`src/assert_macros.svh`:
```
// Assertion helpers shared by the RTL; all checks run on clk and pause in reset.
`ifndef ASSERT_MACROS_SVH
`define ASSERT_MACROS_SVH

// Same-cycle implication.
`define ASSERT_IMPL(lbl, ante, cons) \
	lbl: assert property (@(posedge clk) disable iff (!arst_n) (ante) |-> (cons)) \
		else $error("assertion failed: same-cycle implication");

// Next-cycle implication.
`define ASSERT_NEXT(lbl, ante, cons) \
	lbl: assert property (@(posedge clk) disable iff (!arst_n) (ante) |=> (cons)) \
		else $error("assertion failed: next-cycle implication");

`endif

```
`src/tkrt_pkg.sv`:
```
`timescale 1ns / 1ps

package tkrt_pkg;

	localparam int SCORE_W     = 20;
	localparam int LINES_W     = 10;
	localparam int RANK_W      = 3;
	localparam int SDIG_W      = 3;
	localparam int LDIG_W      = 2;
	localparam int KIND_W      = 2;
	localparam int ENTRIES_DEF = 7;

	localparam logic [SCORE_W-1:0] SCORE_MAX = SCORE_W'(999999);
	localparam logic [LINES_W-1:0] LINES_MAX = LINES_W'(999);

	// s_tdata: score, lines; m_tdata: rank, score, lines, score digits, line digits
	localparam int S_TDATA_W = 32;
	localparam int M_TDATA_W = 40;

	typedef enum logic [KIND_W-1:0] {
		KIND_INSERT = 2'd0,
		KIND_CLEAR  = 2'd1,
		KIND_READ   = 2'd2
	} kind_t;

	typedef struct packed {
		logic [SCORE_W-1:0] score;
		logic [LINES_W-1:0] lines;
	} rec_t;

	typedef struct packed {
		logic capture;  // latch the accepted item
		logic apply;    // update the table, rewind the rank index
		logic push;     // load the next beat into the output register
	} cmd_t;

	typedef struct packed {
		logic out_free; // output register empty or being drained
		logic at_last;  // rank index points at the final entry
	} status_t;

	// a must stand behind b
	function automatic logic ranks_below(rec_t a, rec_t b);
		return (a.score < b.score) || ((a.score == b.score) && (a.lines > b.lines));
	endfunction

	function automatic logic [SDIG_W-1:0] score_digits(logic [SCORE_W-1:0] v);
		logic [SDIG_W-1:0] n;
		if (v >= SCORE_W'(100000))     n = SDIG_W'(6);
		else if (v >= SCORE_W'(10000)) n = SDIG_W'(5);
		else if (v >= SCORE_W'(1000))  n = SDIG_W'(4);
		else if (v >= SCORE_W'(100))   n = SDIG_W'(3);
		else if (v >= SCORE_W'(10))    n = SDIG_W'(2);
		else                           n = SDIG_W'(1);
		return n;
	endfunction

	function automatic logic [LDIG_W-1:0] lines_digits(logic [LINES_W-1:0] v);
		logic [LDIG_W-1:0] n;
		if (v >= LINES_W'(100))     n = LDIG_W'(3);
		else if (v >= LINES_W'(10)) n = LDIG_W'(2);
		else                        n = LDIG_W'(1);
		return n;
	endfunction

endpackage

```
`src/top_k_ranked_table_top.sv`:
```
`timescale 1ns / 1ps
// Ranked table of ENTRIES (score, lines) records, best score first, fewer
// lines first on equal scores, older records ahead of equal newer ones.
// s_tuser carries the kind: insert (overwrites the last rank, then moves the
// record up to its place), clear, or read; any other kind acts as a read.
// Every item answers with a run of ENTRIES beats, rank 0 first, m_tlast on
// the final rank. An item is taken, the table updates in the next cycle,
// then one beat per cycle is loaded into the output register while that
// register is free; the next item is taken only once the last beat is
// loaded. The single output register sends one record per beat.

module top_k_ranked_table_top #(
	parameter int ENTRIES = tkrt_pkg::ENTRIES_DEF
) (
	input  logic                             clk,
	input  logic                             arst_n,
	input  logic                             s_tvalid,
	output logic                             s_tready,
	input  logic [tkrt_pkg::S_TDATA_W-1:0]   s_tdata,  // score[19:0], lines[29:20]
	input  logic [tkrt_pkg::KIND_W-1:0]      s_tuser,  // kind[1:0]
	output logic                             m_tvalid,
	input  logic                             m_tready,
	output logic [tkrt_pkg::M_TDATA_W-1:0]   m_tdata,  // rank[2:0], entry_score[22:3],
	                                                   // entry_lines[32:23],
	                                                   // score_digits[35:33],
	                                                   // lines_digits[37:36]
	output logic                             m_tlast
);
	import tkrt_pkg::*;

	cmd_t               cmd;
	status_t            st;
	logic [RANK_W-1:0]  rank;
	logic [SCORE_W-1:0] entry_score;
	logic [LINES_W-1:0] entry_lines;
	logic [SDIG_W-1:0]  sdig;
	logic [LDIG_W-1:0]  ldig;

	tkrt_ctrl u_ctrl (
		.clk      (clk),
		.arst_n   (arst_n),
		.in_valid (s_tvalid),
		.in_ready (s_tready),
		.cmd      (cmd),
		.st       (st)
	);

	tkrt_dp #(
		.ENTRIES (ENTRIES)
	) u_dp (
		.clk       (clk),
		.arst_n    (arst_n),
		.cmd       (cmd),
		.st        (st),
		.in_kind   (s_tuser),
		.in_score  (s_tdata[SCORE_W-1:0]),
		.in_lines  (s_tdata[SCORE_W+LINES_W-1:SCORE_W]),
		.out_valid (m_tvalid),
		.out_ready (m_tready),
		.out_rank  (rank),
		.out_score (entry_score),
		.out_lines (entry_lines),
		.out_sdig  (sdig),
		.out_ldig  (ldig),
		.out_last  (m_tlast)
	);

	assign m_tdata = {2'b00, ldig, sdig, entry_lines, entry_score, rank};

endmodule

```
`src/tkrt_ctrl.sv`:
```
`timescale 1ns / 1ps
`include "assert_macros.svh"

module tkrt_ctrl (
	input  logic             clk,
	input  logic             arst_n,
	input  logic             in_valid,
	output logic             in_ready,
	output tkrt_pkg::cmd_t    cmd,
	input  tkrt_pkg::status_t st
);
	import tkrt_pkg::*;

	typedef enum logic [2:0] {
		ST_IDLE = 3'b001,
		ST_UPD  = 3'b010,
		ST_EMIT = 3'b100
	} state_t;

	state_t state_q, state_d;

	assign in_ready    = (state_q == ST_IDLE);
	assign cmd.capture = in_valid && in_ready;
	assign cmd.apply   = (state_q == ST_UPD);
	assign cmd.push    = (state_q == ST_EMIT) && st.out_free;

	always_comb begin
		state_d = state_q;
		case (state_q)
			ST_IDLE: begin
				if (cmd.capture) state_d = ST_UPD;
			end
			ST_UPD:  state_d = ST_EMIT;
			ST_EMIT: begin
				if (cmd.push && st.at_last) state_d = ST_IDLE;
			end
			default: state_d = ST_IDLE;
		endcase
	end

	always_ff @(posedge clk or negedge arst_n) begin
		if (!arst_n) state_q <= ST_IDLE;
		else         state_q <= state_d;
	end

	`ASSERT_NEXT(a_capture_then_update, cmd.capture, state_q == ST_UPD)
	`ASSERT_IMPL(a_push_only_when_free, cmd.push, st.out_free)

endmodule

```
`src/tkrt_dp.sv`:
```
`timescale 1ns / 1ps
`include "assert_macros.svh"

module tkrt_dp #(
	parameter int ENTRIES = tkrt_pkg::ENTRIES_DEF
) (
	input  logic                          clk,
	input  logic                          arst_n,
	input  tkrt_pkg::cmd_t                cmd,
	output tkrt_pkg::status_t             st,
	input  logic [tkrt_pkg::KIND_W-1:0]   in_kind,
	input  logic [tkrt_pkg::SCORE_W-1:0]  in_score,
	input  logic [tkrt_pkg::LINES_W-1:0]  in_lines,
	output logic                          out_valid,
	input  logic                          out_ready,
	output logic [tkrt_pkg::RANK_W-1:0]   out_rank,
	output logic [tkrt_pkg::SCORE_W-1:0]  out_score,
	output logic [tkrt_pkg::LINES_W-1:0]  out_lines,
	output logic [tkrt_pkg::SDIG_W-1:0]   out_sdig,
	output logic [tkrt_pkg::LDIG_W-1:0]   out_ldig,
	output logic                          out_last
);
	import tkrt_pkg::*;

	localparam int IDX_W = $clog2(ENTRIES);

	kind_t              kind_q;
	rec_t               new_q;
	rec_t               tbl_q [ENTRIES];
	rec_t               ins   [ENTRIES];
	logic [ENTRIES-1:0] worse;
	logic [IDX_W-1:0]   idx_q;
	rec_t               sel;
	logic               valid_q;

	// Saturate on capture so the table never holds out-of-range values.
	always_ff @(posedge clk) begin
		if (cmd.capture) begin
			kind_q       <= kind_t'(in_kind);
			new_q.score  <= (in_score > SCORE_MAX) ? SCORE_MAX : in_score;
			new_q.lines  <= (in_lines > LINES_MAX) ? LINES_MAX : in_lines;
		end
	end

	// The table is always sorted, so entries worse than the new record form a
	// tail; the last entry is dropped regardless.
	always_comb begin
		for (int i = 0; i < ENTRIES; i++) begin
			if (i == ENTRIES - 1) worse[i] = 1'b1;
			else                  worse[i] = ranks_below(tbl_q[i], new_q);
		end
		ins[0] = worse[0] ? new_q : tbl_q[0];
		for (int i = 1; i < ENTRIES; i++) begin
			if (!worse[i])         ins[i] = tbl_q[i];
			else if (worse[i - 1]) ins[i] = tbl_q[i - 1];
			else                   ins[i] = new_q;
		end
	end

	always_ff @(posedge clk or negedge arst_n) begin
		if (!arst_n) begin
			for (int i = 0; i < ENTRIES; i++) tbl_q[i] <= '0;
		end else if (cmd.apply) begin
			case (kind_q)
				KIND_INSERT: begin
					for (int i = 0; i < ENTRIES; i++) tbl_q[i] <= ins[i];
				end
				KIND_CLEAR: begin
					for (int i = 0; i < ENTRIES; i++) tbl_q[i] <= '0;
				end
				default: ;
			endcase
		end
	end

	always_ff @(posedge clk or negedge arst_n) begin
		if (!arst_n)        idx_q <= '0;
		else if (cmd.apply) idx_q <= '0;
		else if (cmd.push)  idx_q <= idx_q + IDX_W'(1);
	end

	assign sel         = tbl_q[idx_q];
	assign st.at_last  = (idx_q == IDX_W'(ENTRIES - 1));
	assign st.out_free = !valid_q || out_ready;

	always_ff @(posedge clk or negedge arst_n) begin
		if (!arst_n)        valid_q <= 1'b0;
		else if (cmd.push)  valid_q <= 1'b1;
		else if (out_ready) valid_q <= 1'b0;
	end

	always_ff @(posedge clk) begin
		if (cmd.push) begin
			out_rank  <= RANK_W'(idx_q);
			out_score <= sel.score;
			out_lines <= sel.lines;
			out_sdig  <= score_digits(sel.score);
			out_ldig  <= lines_digits(sel.lines);
			out_last  <= st.at_last;
		end
	end

	assign out_valid = valid_q;

	`ASSERT_NEXT(a_apply_rewinds, cmd.apply, idx_q == '0)
	`ASSERT_IMPL(a_head_sorted, 1'b1, !ranks_below(tbl_q[0], tbl_q[1]))

endmodule

```
`config.mk`:
```
export PLATFORM = sky130hd
export DESIGN_NAME = top_k_ranked_table_top
export DESIGN_NICKNAME = d
export VERILOG_FILES = /design/src/tkrt_pkg.sv /design/src/top_k_ranked_table_top.sv /design/src/tkrt_ctrl.sv /design/src/tkrt_dp.sv
export VERILOG_INCLUDE_DIRS = /design/src /design/src/src
export SDC_FILE = /design/constraint.sdc
export NUM_CORES = 1
export LEC_CHECK = 0
export BUFFER_PORTS_ARGS = -buffer_cell sky130_fd_sc_hd__buf_2
export CAP_MARGIN = 40
export CORE_ASPECT_RATIO = 1.75
export CORE_MARGIN = 10
export CORE_UTILIZATION = 45
export DETAILED_ROUTE_END_ITERATION = 6
export MAX_ROUTING_LAYER = met4
export SKIP_CTS_REPAIR_TIMING = 1
export SLEW_MARGIN = 20
export SYNTH_ARGS = -nofsm -noshare
export SYNTH_HDL_FRONTEND = slang
export SYNTH_SLANG_ARGS = --single-unit
```
`constraint.sdc`:
```
create_clock -name clk -period 3.2 [get_ports clk]
set_input_delay 0.32 -clock clk [delete_from_list [all_inputs] [get_ports clk]]
set_output_delay 0.32 -clock clk [all_outputs]
set_load 0.03 [all_outputs]
```
==> impl_results.md, run 1 <==
- Status: finished, violations left
- Failing checks: hold timing
- Clock root buffer master: clkbuf_16
- Average size of a mapped cell: 11.2 um^2
- Max-Cap Viols: 0
- Worst Path Required: 3.67 ns
- Congestion Overflow GR: 0
- Pre-Repair DR Iteration Count: 7
- PortBufs: 76
- R2R Path End: u_dp.tbl_q[203]
- Die Y: 285 um
- Commonest non-fill, non-tap cell in the layout: dfrtp_1
- Total GRT Usage: 27.8%
- Setup crit end: u_dp.tbl_q[203]
- Drt total wl: 66,300 um
- Synth Flop Type: dfrtp_1
- Post-route minimum period: 3.10 ns
- Worst Skew: 0.0127 ns
- CORE AREA: 39,800 um^2
- Crit Path Max Fanout: 7
- Worst Hold Class: in -> reg
- LEAKAGE: 10.7 nW
- Power Density: 685 nW/um^2
- Gpl congestion: 0.975
- # IOs: 81
- Kind of critical path: reg -> reg
- Largest net degree at the start of global routing: 91
- R2r setup slk: 0.10 ns
- Hpwl dp: 49,500 um
- Global-route wire length before repair: 98,500 um
- CP Capture Type: register
- Chip Width: 171 um
- Initial antenna violation count: 0
- Post-synth EDFFs: 71
- Final setup violation count: 0
- Area grow syn2layout: 19.8%
- Pins Over Slew Limit: 0
- Sinks on Clock Net: 288
- Mapped Area: 18,000 um^2
- Final nets: 2,034
- CP Cell Sequence: inv_1 -> ha_1 -> nand2_1 -> o21ai_0 -> a211oi_1 -> o211ai_1 -> o21ai_4 -> buf_12 -> and2_1 -> buf_4 -> a22o_1
- RSZ-0062 raised after global routing: no
- Reg clk slew, reported paths: 0.07 ns
- Slowest CP cell: o21ai_0
- Slew Limit Headroom: 36.1%
- Clock tree buffer depth: 3
- Hold Fails Final Rpt: 2
- Inserted Diodes: 0
- CTS tree: built
- Reg-to-Reg Start: u_dp.new_q[16]
- Data arrival time of the critical path: 3.57 ns
- Worst vdd ir: 0.000379 V
- Hold Crit Start: s_tdata[21]
- Dpl cell area: 20,300 um^2
- PnR worst setup slack: 0.100 ns
- Post-synth ARST share: 75.3%
- DRT antenna net count: 0
- Worst-skew pair later-pin latency: 0.58 ns
- Die Area: 48,800 um^2
- Share of layout cells above drive strength 1: 20.5%
- Placement Rows: 97
- CTS buffer count: 28
- Critical Path Source Type: register
- Sequential share of the synthesized area: 42.0%
- Vias in the first global route: 15,515
- Synth Register Bits: 288
- Worst path max stage delay: 0.53 ns
- Post-route design area: 21,600 um^2
- Synth cell types: 63
- CP Launch Point: u_dp.new_q[16]
- Pre-CTS WS: 0.00662 ns
- Fill cells: 3,544
- Final period util: 96.9%
- Vias/cell: 6.36
- Mapped Cells: 1,608
- DRC viols: 0
- Max Clk Rate: 323 MHz
- Worst reg2reg path depth: 11
- Most frequent cells in the layout: dfrtp_1, mux2i_1, ha_1
- WL/cell: 28.4 um
- Number of DRC markers in iteration 0: 1,008
- CTS HTree Levels: 1
- Worst-margin pin slew: 0.958 ns
- Yosys warns: 0
- Vias: 14,814
- Initial Util: 45.3%
- Hold_ws: -0.00868 ns
[metrics by stage]
stage | hold WS, ns | std cells | total power [mW] | utilization, % | TNS (ns)
6_report | -0.00868 | 2331 | 14.8 | 54.2 | 0
5_1_grt | 0.00599 | 2331 | 15.5 | 54.2 | 0
4_1_cts | -0.303 | 2304 | 14.6 | 53.3 | -0.221
3_5_place_dp | 0.305 | 2252 | 11.1 | 51.0 | 0
3_3_place_gp | 0.302 | 2252 | 11.0 | 51.0 | 0
2_1_floorplan | 0.0244 | 1609 | 8.48 | - | 0
[cells in the mapped netlist (4+ instances only)]
library cell	n	share of area (%)
a211oi_1	7	0.29
a21o_1	44	1.8
a21oi_1	72	2.0
a221o_1	13	0.72
a221oi_1	5	0.24
a22o_1	31	1.5
a22oi_1	14	0.58
and2_1	14	0.49
and4_1	12	0.58
buf_2	33	0.92
buf_4	6	0.25
clkbuf_1	62	1.3
dfrtp_1	216	30
edfxtp_1	71	12
ha_1	182	13
inv_1	70	1.5
mux2_2	18	1.1
mux2i_1	195	11
mux4_2	15	1.9
nand2_1	79	1.6
nand2b_1	22	0.76
nand3_1	35	0.97
nand4_1	31	1.1
nor2_1	27	0.56
nor2b_1	15	0.52
nor3_1	7	0.19
nor4bb_1	4	0.22
o211ai_1	6	0.25
o21a_1	5	0.21
o21ai_0	55	1.5
o21bai_1	4	0.17
o2bb2ai_1	157	7.6
o311ai_0	32	1.6
or2_2	4	0.14
[worst max-delay path, delay by kind of cell, from the launching register on]
kind | cells | cell delay, ns
AO/OA/AOI/OAI | 5 | 1.47
buffers and inverters | 3 | 0.52
flip-flops | 1 | 0.38
AND/OR/NAND/NOR | 2 | 0.25
adder cells (fa/ha/maj) | 1 | 0.34
[cells by family (layout without fill, tap and decap cells)]
family          count (synthesis)  in the layout  synth area share [%]
compound gates                465            465                  19.4
flops                         288            288                  42.0
simple gates                  264            264                  7.76
mux                           232            232                  14.1
fa+ha+maj                     182            182                  12.6
buf+inv                       176            403                  4.10
other cells                     1              2                0.0208
[power by group]
group          switching (mW)  leakage (nW)  internal (mW)  total, mW
Clock                    1.55         0.439           1.95       3.50
Combinational            3.52          6.60           2.68       6.20
Sequential              0.686          3.64           4.40       5.09
Total                    5.75          10.7           9.03       14.8
[area by class of cell]
cell class / instances / area (um^2) / share of cell area [%]
clock buffers: 39 / 783 / 3.63
clock inverters: 13 / 154 / 0.713
repair buffers: 280 / 2300 / 10.7
well taps: 495 / 619 / 2.87
flip-flops and latches: 288 / 7570 / 35.1
multi-input cells: 1145 / 9900 / 45.8
inverters: 71 / 267 / 1.23
[registers in the layout, indices dropped and copies added, names as in the netlist, 3 cells and up]
register / flops
u_dp.out_sdig: 3
u_dp.new_q: 30
u_dp.tbl_q: 210
u_dp.out_score: 20
u_ctrl.state_q: 3
u_dp.idx_q: 3
u_dp.out_rank: 3
u_dp.out_lines: 10
[worst min-delay path by stage]
stage,end,slack [ns],cells past startpoint
after floorplan,u_ctrl.state_q[1],0.02,0
after global placement,u_dp.tbl_q[203],0.30,1
after detailed placement,u_dp.tbl_q[202],0.31,1
after CTS,u_dp.tbl_q[202],-0.30,1
after global routing,u_dp.new_q[15],0.006,2
final,u_dp.new_q[1],-0.009,2
[per-layer routing]
metal  vias to the layer above  part of all wire [%]  global-route usage, %
met2                       589                    52                   48.8
met3                       247                   4.5                   2.74
met4                         0                   8.1                   18.6
met1                      7337                    35                   28.6
met5                         -                     0                      -
li1                       6641                     -                      -
No activity file was read; power rests on OpenSTA's default activity.
==> run 2: changes to the inputs <==
--- a/config.mk
+++ b/config.mk
@@ -13,6 +13,7 @@
 export CORE_UTILIZATION = 45
 export DETAILED_ROUTE_END_ITERATION = 6
 export MAX_ROUTING_LAYER = met4
+export REMOVE_ABC_BUFFERS = 1
 export SKIP_CTS_REPAIR_TIMING = 1
 export SLEW_MARGIN = 20
 export SYNTH_ARGS = -nofsm -noshare
==> constraint.sdc (replaced) <==
create_clock -name clk -period 2.97 [get_ports clk]
set_input_delay 0.297 -clock clk [delete_from_list [all_inputs] [get_ports clk]]
set_output_delay 0.297 -clock clk [all_outputs]
set_load 0.03 [all_outputs]
==> run 2 against run 1 <==
Against the previous run: the flow finishes with violations (setup timing); cell count up 2.6%; via count up 3.3%; combinational power up 21%; hold slack gained 0.0091 ns; wire length rose by 4.7%; power grew 13%; utilization rose by 3.8 points; non-clock buffer count grew 57; fmax rose by 2.9%; clock-buffer cell count up 6; final area grew 7.0%; largest cell class unchanged.
==> impl_results.md, run 2 (synthesis gave the netlist of run 1 again) <==
- Die Area: 48,800 um^2 (unchanged)
- Pre-Repair DR Iteration Count: 6 (-1)
- Gpl congestion: 0.964 (-1.1%)
- Hold Fails Final Rpt: 0 (-2)
- Worst-margin pin slew: 0.664 ns (-0.294 ns)
- DRT antenna net count: 0 (unchanged)
- Initial antenna violation count: 0 (unchanged)
- LEAKAGE: 11.2 nW (+5.0%)
- Die Y: 285 um (unchanged)
- Worst-skew pair later-pin latency: 0.59 ns (about the same)
- CTS HTree Levels: 1 (unchanged)
- Total GRT Usage: 27.4% (-0.33 points)
- PnR worst setup slack: -0.0411 ns (-0.141 ns)
- Max Clk Rate: 332 MHz (+2.9%)
- Top Registers: u_dp.tbl_q (210), u_dp.new_q (30), u_dp.out_score (20)
- Number of DRC markers in iteration 0: 965 (-4.3%)
- Worst Path Required: 3.45 ns (-0.22 ns)
- Final nets: 2,093 (+2.9%)
- Reg clk slew, reported paths: 0.06 ns (about the same)
- Slew Limit Headroom: 55.7% (+20 points)
- Congestion Overflow GR: 0 (unchanged)
- Hold endpoint: u_dp.new_q[24]
- DRC viols: 0 (unchanged)
- Clock root buffer master: clkbuf_16
- Sinks on Clock Net: 288 (unchanged)
- Clock tree buffer depth: 3 (unchanged)
- Final period util: 101% (+4.5 points)
- Commonest non-fill, non-tap cell in the layout: dfrtp_1
- PortBufs: 76 (unchanged)
- Chip Width: 171 um (unchanged)
- Crit Path Max Fanout: 17 (+10)
- Kind of critical path: reg -> reg
- # IOs: 81 (unchanged)
- Status: finished, violations left
- Worst Hold Class: in -> reg
- Placement Rows: 97 (unchanged)
- CP Capture Type: register
- RSZ-0062 raised after global routing: yes
- Worst path max stage delay: 0.65 ns (+0.12 ns)
- Hpwl dp: 49,200 um (-0.65%)
- Slowest CP cell: or4_4
- Initial Util: 45.3% (unchanged)
- Vias in the first global route: 15,484 (-0.20%)
- Worst Skew: 0.0223 ns (+0.00964 ns)
- WP buf/inv: 3 (unchanged)
- Setup_tns: -1.30 ns (-1.30 ns)
- Most frequent cells in the layout: dfrtp_1, mux2i_1, buf_4
- Power Density: 723 nW/um^2 (+5.7%)
- R2r setup slk: -0.04 ns (-0.14 ns)
- Area grow syn2layout: 28.1%
- Final setup violation count: 61 (+61)
- Pwr Total: 16.7 mW (+13%)
- Pins Over Slew Limit: 0 (unchanged)
- CTS buffer count: 30 (+7.1%)
- Vias: 15,306 (+3.3%)
- Inserted Diodes: 0 (unchanged)
- Drt total wl: 69,400 um (+4.7%)
- Vias/cell: 6.40 (+0.69%)
- Data arrival time of the critical path: 3.49 ns (-0.08 ns)
- CTS tree: built
- Max-Cap Viols: 0 (unchanged)
- Failing checks: setup timing
- Reg-to-Reg Start: u_dp.new_q[21]
- Largest net degree at the start of global routing: 72 (-21%)
- CP Cell Sequence: inv_1 -> ha_1 -> nand4_1 -> or4_4 -> a21o_1 -> o211ai_1 -> o21ai_4 -> buf_4 -> and2_4 -> buf_12 -> a22o_1
- Hold Path Cell Cnt: 2 (unchanged)
- CP delay by family, top: simple AND/OR/NAND/NOR gates
- Share of layout cells above drive strength 1: 27.1% (+6.7 points)
- CORE AREA: 39,800 um^2 (unchanged)
- WL/cell: 29.0 um (+2.1%)
- R2R Path End: u_dp.tbl_q[191]
- Worst reg2reg path depth: 11 (unchanged)
- Global-route wire length before repair: 97,800 um (-0.69%)
- Worst vdd ir: 0.000506 V (+33%)
- Hold Crit Start: s_tdata[14]
- Max reg flops: 210 (unchanged)
- Critical Path Source Type: register
- Reg with most FFs: u_dp.tbl_q
- Post-route minimum period: 3.01 ns (-0.0888 ns)
run 2: cell types whose count changed in the layout (fill, tap and decap cells not counted), sizes merged:
cell,delta
clkinvlp,-3
buf,+46
clkinv,+4
dlygate4sd3,+4
bufinv,-3
clkbuf,+13
run 2: cell type report:
| type | count | area [um^2] |
|---|---|---|
| Tap cell | 495 | 619 |
| Sequential cell | 288 | 7570 |
| Clock buffer | 45 | 878 |
| Timing Repair Buffer | 337 | 3140 |
| Fill cell | 3409 | 16700 |
| Inverter | 71 | 270 |
| Clock inverter | 11 | 68.8 |
| Multi-Input combinational cell | 1145 | 10600 |
run 2: where the power goes:
group	total (mW)	internal (mW)	leakage (nW)	switching [mW]
Combinational	7.51	3.36	7.10	4.15
Clock	3.74	2.04	0.466	1.69
Sequential	5.46	4.74	3.64	0.721
Total	16.7	10.2	11.2	6.56
run 2: worst register-to-register path: stages, from the launching register on:
cell	delay, ns
edfxtp_1	0.35
inv_1	0.08
ha_1	0.31
nand4_1	0.30
or4_4	0.66
a21o_1	0.17
o211ai_1	0.18
o21ai_4	0.12
buf_4	0.18
and2_4	0.18
buf_12	0.15
a22o_1	0.22
run 2: how the worst max path moves through the flow:
| stage | to | startpoint | cells after the start | slack [ns] |
|---|---|---|---|---|
| floorplan | u_dp.tbl_q[30] | u_dp.new_q[27] | 8 | -4.20 |
| global placement | u_dp.tbl_q[188] | u_dp.new_q[24] | 11 | -0.05 |
| detailed placement | u_dp.tbl_q[199] | u_dp.new_q[24] | 11 | -0.08 |
| CTS | u_dp.tbl_q[68] | u_dp.new_q[21] | 12 | -0.10 |
| global route | u_dp.tbl_q[66] | u_dp.new_q[29] | 13 | -0.12 |
| finish | u_dp.tbl_q[191] | u_dp.new_q[21] | 11 | -0.04 |
run 2: routing by layer:
layer / part of all wire, % / track usage [%] / up-vias
met5: 0 / - / -
li1: - / - / 6763
met3: 4.2 / 2.39 / 217
met2: 52 / 48.5 / 559
met1: 36 / 28.4 / 7767
met4: 7.8 / 17.8 / 0
run 2: per-stage QoR:
step | cells | util, % | hold slack [ns] | cell area, um^2 | setup WS, ns
after floorplan | 1504 | - | 0.00141 | 17600 | -4.20
after global placement | 2275 | 51.7 | 0.305 | 20600 | -0.0468
after detailed placement | 2275 | 51.7 | 0.310 | 20600 | -0.0816
after CTS | 2331 | 54.1 | -0.315 | 21500 | -0.103
after global routing | 2392 | 58.0 | 0.00533 | 23100 | -0.117
final | 2392 | 58.0 | 0.000451 | 23100 | -0.0411
==> run 3: changes to the inputs <==
--- a/config.mk
+++ b/config.mk
@@ -10,12 +10,13 @@
 export CAP_MARGIN = 40
 export CORE_ASPECT_RATIO = 1.75
 export CORE_MARGIN = 10
-export CORE_UTILIZATION = 45
+export CORE_UTILIZATION = 63
 export DETAILED_ROUTE_END_ITERATION = 6
 export MAX_ROUTING_LAYER = met4
+export PLACE_DENSITY = 0.81
 export REMOVE_ABC_BUFFERS = 1
 export SKIP_CTS_REPAIR_TIMING = 1
-export SLEW_MARGIN = 20
+export SLEW_MARGIN = 15
 export SYNTH_ARGS = -nofsm -noshare
 export SYNTH_HDL_FRONTEND = slang
 export SYNTH_SLANG_ARGS = --single-unit
==> run 3 against run 2 <==
Against the previous run: the flow finishes with violations (hold timing, setup timing); global-route usage up 7.0 points; non-clock buffer count down 37; fmax down 2.8%; via count up 6.5%; largest cell class unchanged.
==> impl_results.md, run 3 (synthesis gave the netlist of run 1 again) <==
- Status: finished, violations left
- Failing checks: hold timing, setup timing
- Reg clk slew, reported paths: 0.07 ns (about the same)
- Reg-to-Reg Start: u_dp.new_q[24]
- Pins Over Slew Limit: 0 (unchanged)
- Worst-skew pair later-pin latency: 0.58 ns (about the same)
- Initial Util: 64.2% (+19 points)
- PnR worst setup slack: -0.128 ns (-0.0873 ns)
- Crit Path Max Fanout: 9 (-8)
- Worst-margin pin slew: 0.793 ns (+0.129 ns)
- Clock tree buffer depth: 3 (unchanged)
- Worst Hold Class: in -> reg
- Internal: 9.97 mW (-1.8%)
- Max reg flops: 210 (unchanged)
- Total GRT Usage: 34.5% (+7.0 points)
- Worst Skew: 0.0151 ns (-0.00718 ns)
- Hpwl dp: 45,200 um (-8.1%)
- Gpl congestion: 1.05 (+9.2%)
- Hold_ws: -0.00212 ns (-0.00257 ns)
- Commonest non-fill, non-tap cell in the layout: dfrtp_1
- Number of DRC markers in iteration 0: 2,164 (+120%)
- CTS HTree Levels: 1 (unchanged)
- Area grow syn2layout: 24.4%
- Setup crit end: u_dp.tbl_q[59]
- Clk pwr share: 22.4% (about the same)
- CTS tree: built
- Logic pwr share: 44.0% (-0.9 points)
- Hold Path Cell Cnt: 2 (unchanged)
- Vias: 16,294 (+6.5%)
- Vias/cell: 7.31 (+14%)
- CORE AREA: 28,100 um^2 (-29%)
- Largest net degree at the start of global routing: 80 (+11%)
- Max-Cap Viols: 0 (unchanged)
- Seq pwr share: 33.6% (+0.9 points)
- Sw power: 6.50 mW (-0.98%)
- Kind of critical path: reg -> reg
- Initial antenna violation count: 2 (+2)
- Post-route minimum period: 3.10 ns (+0.0873 ns)
- Hold Fails Final Rpt: 1 (+1)
- DP Cell Count: 2,108 (-7.3%)
- RSZ-0062 raised after global routing: yes
- Die Area: 36,000 um^2 (-26%)
- Placement Rows: 81 (-16%)
- Final nets: 2,054 (-1.9%)
- R2R Path End: u_dp.tbl_q[59]
- Die Y: 244 um (-14%)
- CP Cell Sequence: inv_2 -> buf_4 -> ha_1 -> nand4_1 -> nor4_2 -> buf_4 -> o31a_1 -> o311ai_4 -> o31ai_4 -> buf_12 -> buf_6 -> o21ai_4 -> buf_12 -> clkbuf_16 -> o2bb2ai_1
- Max Clk Rate: 323 MHz (-2.8%)
- Congestion Overflow GR: 0 (unchanged)
- Most frequent cells in the layout: dfrtp_1, mux2i_1, ha_1
- Clock root buffer master: clkbuf_16
- Power Density: 734 nW/um^2 (+1.5%)
- Slew Limit Headroom: 47.2% (-8.6 points)
- CP Launch Point: u_dp.new_q[24]
- Worst vdd ir: 0.000631 V (+25%)
- Worst path max stage delay: 0.38 ns (-0.27 ns)
- Worst path depth: 15 (+4)
- Global-route wire length before repair: 93,200 um (-4.7%)
- DRT antenna net count: 0 (unchanged)
- Sw Share: 39.4% (+0.19 points)
- Reg with most FFs: u_dp.tbl_q
- # IOs: 81 (unchanged)
- CP delay by family, top: buffers and inverters
- Drt total wl: 69,500 um (about the same)
- Final setup violation count: 112 (+84%)
- Worst Path Required: 3.43 ns (-0.02 ns)
- Chip Width: 148 um (-14%)
- Data arrival time of the critical path: 3.56 ns (+0.07 ns)
- Final core occ: 79.9% (+22 points)
- PortBufs: 76 (unchanged)
- Share of layout cells above drive strength 1: 23.9% (-3.3 points)
- Top Registers: u_dp.tbl_q (210), u_dp.new_q (30), u_dp.out_score (20)
- CTS buffer count: 28 (-6.7%)
- WP buf/inv: 7 (+4)
- LEAKAGE: 11.0 nW (-1.6%)
- Worst reg2reg path depth: 15 (+4)
- Pre-Repair DR Iteration Count: 6 (unchanged)
- Pwr Total: 16.5 mW (-1.5%)
- Vias in the first global route: 16,210 (+4.7%)
- Post-route design area: 22,400 um^2 (-2.9%)
- DRC viols: 0 (unchanged)
- Final cell count without fillers: 2,230 (-6.8%)
- Final period util: 104% (+2.9 points)
- CP Capture Type: register
- WL/cell: 31.1 um (+7.3%)
- Critical Path Source Type: register
- Sinks on Clock Net: 288 (unchanged)
- Slowest CP cell: edfxtp_1
- Dpl cell area: 20,100 um^2 (-2.5%)
- R2r setup slk: -0.13 ns (-0.09 ns)
==> run 3: cell type report <==
type | instances | area [um^2]
multi-input combinational | 1145 | 10300
sequential | 288 | 7570
fill | 1668 | 5650
timing repair buffer | 300 | 2900
clock buffer | 39 | 803
tap | 373 | 467
inverter | 71 | 269
clock inverter | 12 | 109
antenna | 2 | 5.00
==> run 3: power by group through the flow <==
stage,combinational (mW),clock [mW],sequential [mW]
after floorplan,3.60,0,5.55
after global placement,5.96,0,5.53
after detailed placement,6.15,0,5.55
after CTS,6.21,3.67,5.49
after global routing,7.63,3.83,5.56
final,7.25,3.68,5.54
==> run 3: worst min-delay path by stage <==
stage	from	to	slack [ns]
finish	s_tdata[22]	u_dp.new_q[2]	-0.002
global route	s_tdata[22]	u_dp.new_q[2]	-0.007
CTS	arst_n	u_dp.tbl_q[128]	-0.33
detailed placement	arst_n	u_dp.tbl_q[128]	0.27
global placement	arst_n	u_dp.tbl_q[128]	0.26
floorplan	arst_n	u_ctrl.state_q[1]	0.001
==> run 3: stage by stage <==
stage | hold slack (ns) | setup slack, ns | setup TNS (ns)
finish | -0.00212 | -0.128 | -7.91
CTS | -0.330 | -0.170 | -10.45
global placement | 0.259 | -0.0568 | -1.79
floorplan | 0.00141 | -4.20 | -571.46
global route | -0.00676 | -0.194 | -13.11
detailed placement | 0.267 | -0.111 | -6.38
==> run 3: metal layers <==
layer | track usage (%) | vias to the layer above | part of all wire [%]
met3 | 5.23 | 474 | 8.8
met1 | 35.3 | 7947 | 33
met4 | 30.1 | 0 | 11
met5 | - | - | 0
li1 | - | 6669 | -
met2 | 56.5 | 1204 | 47
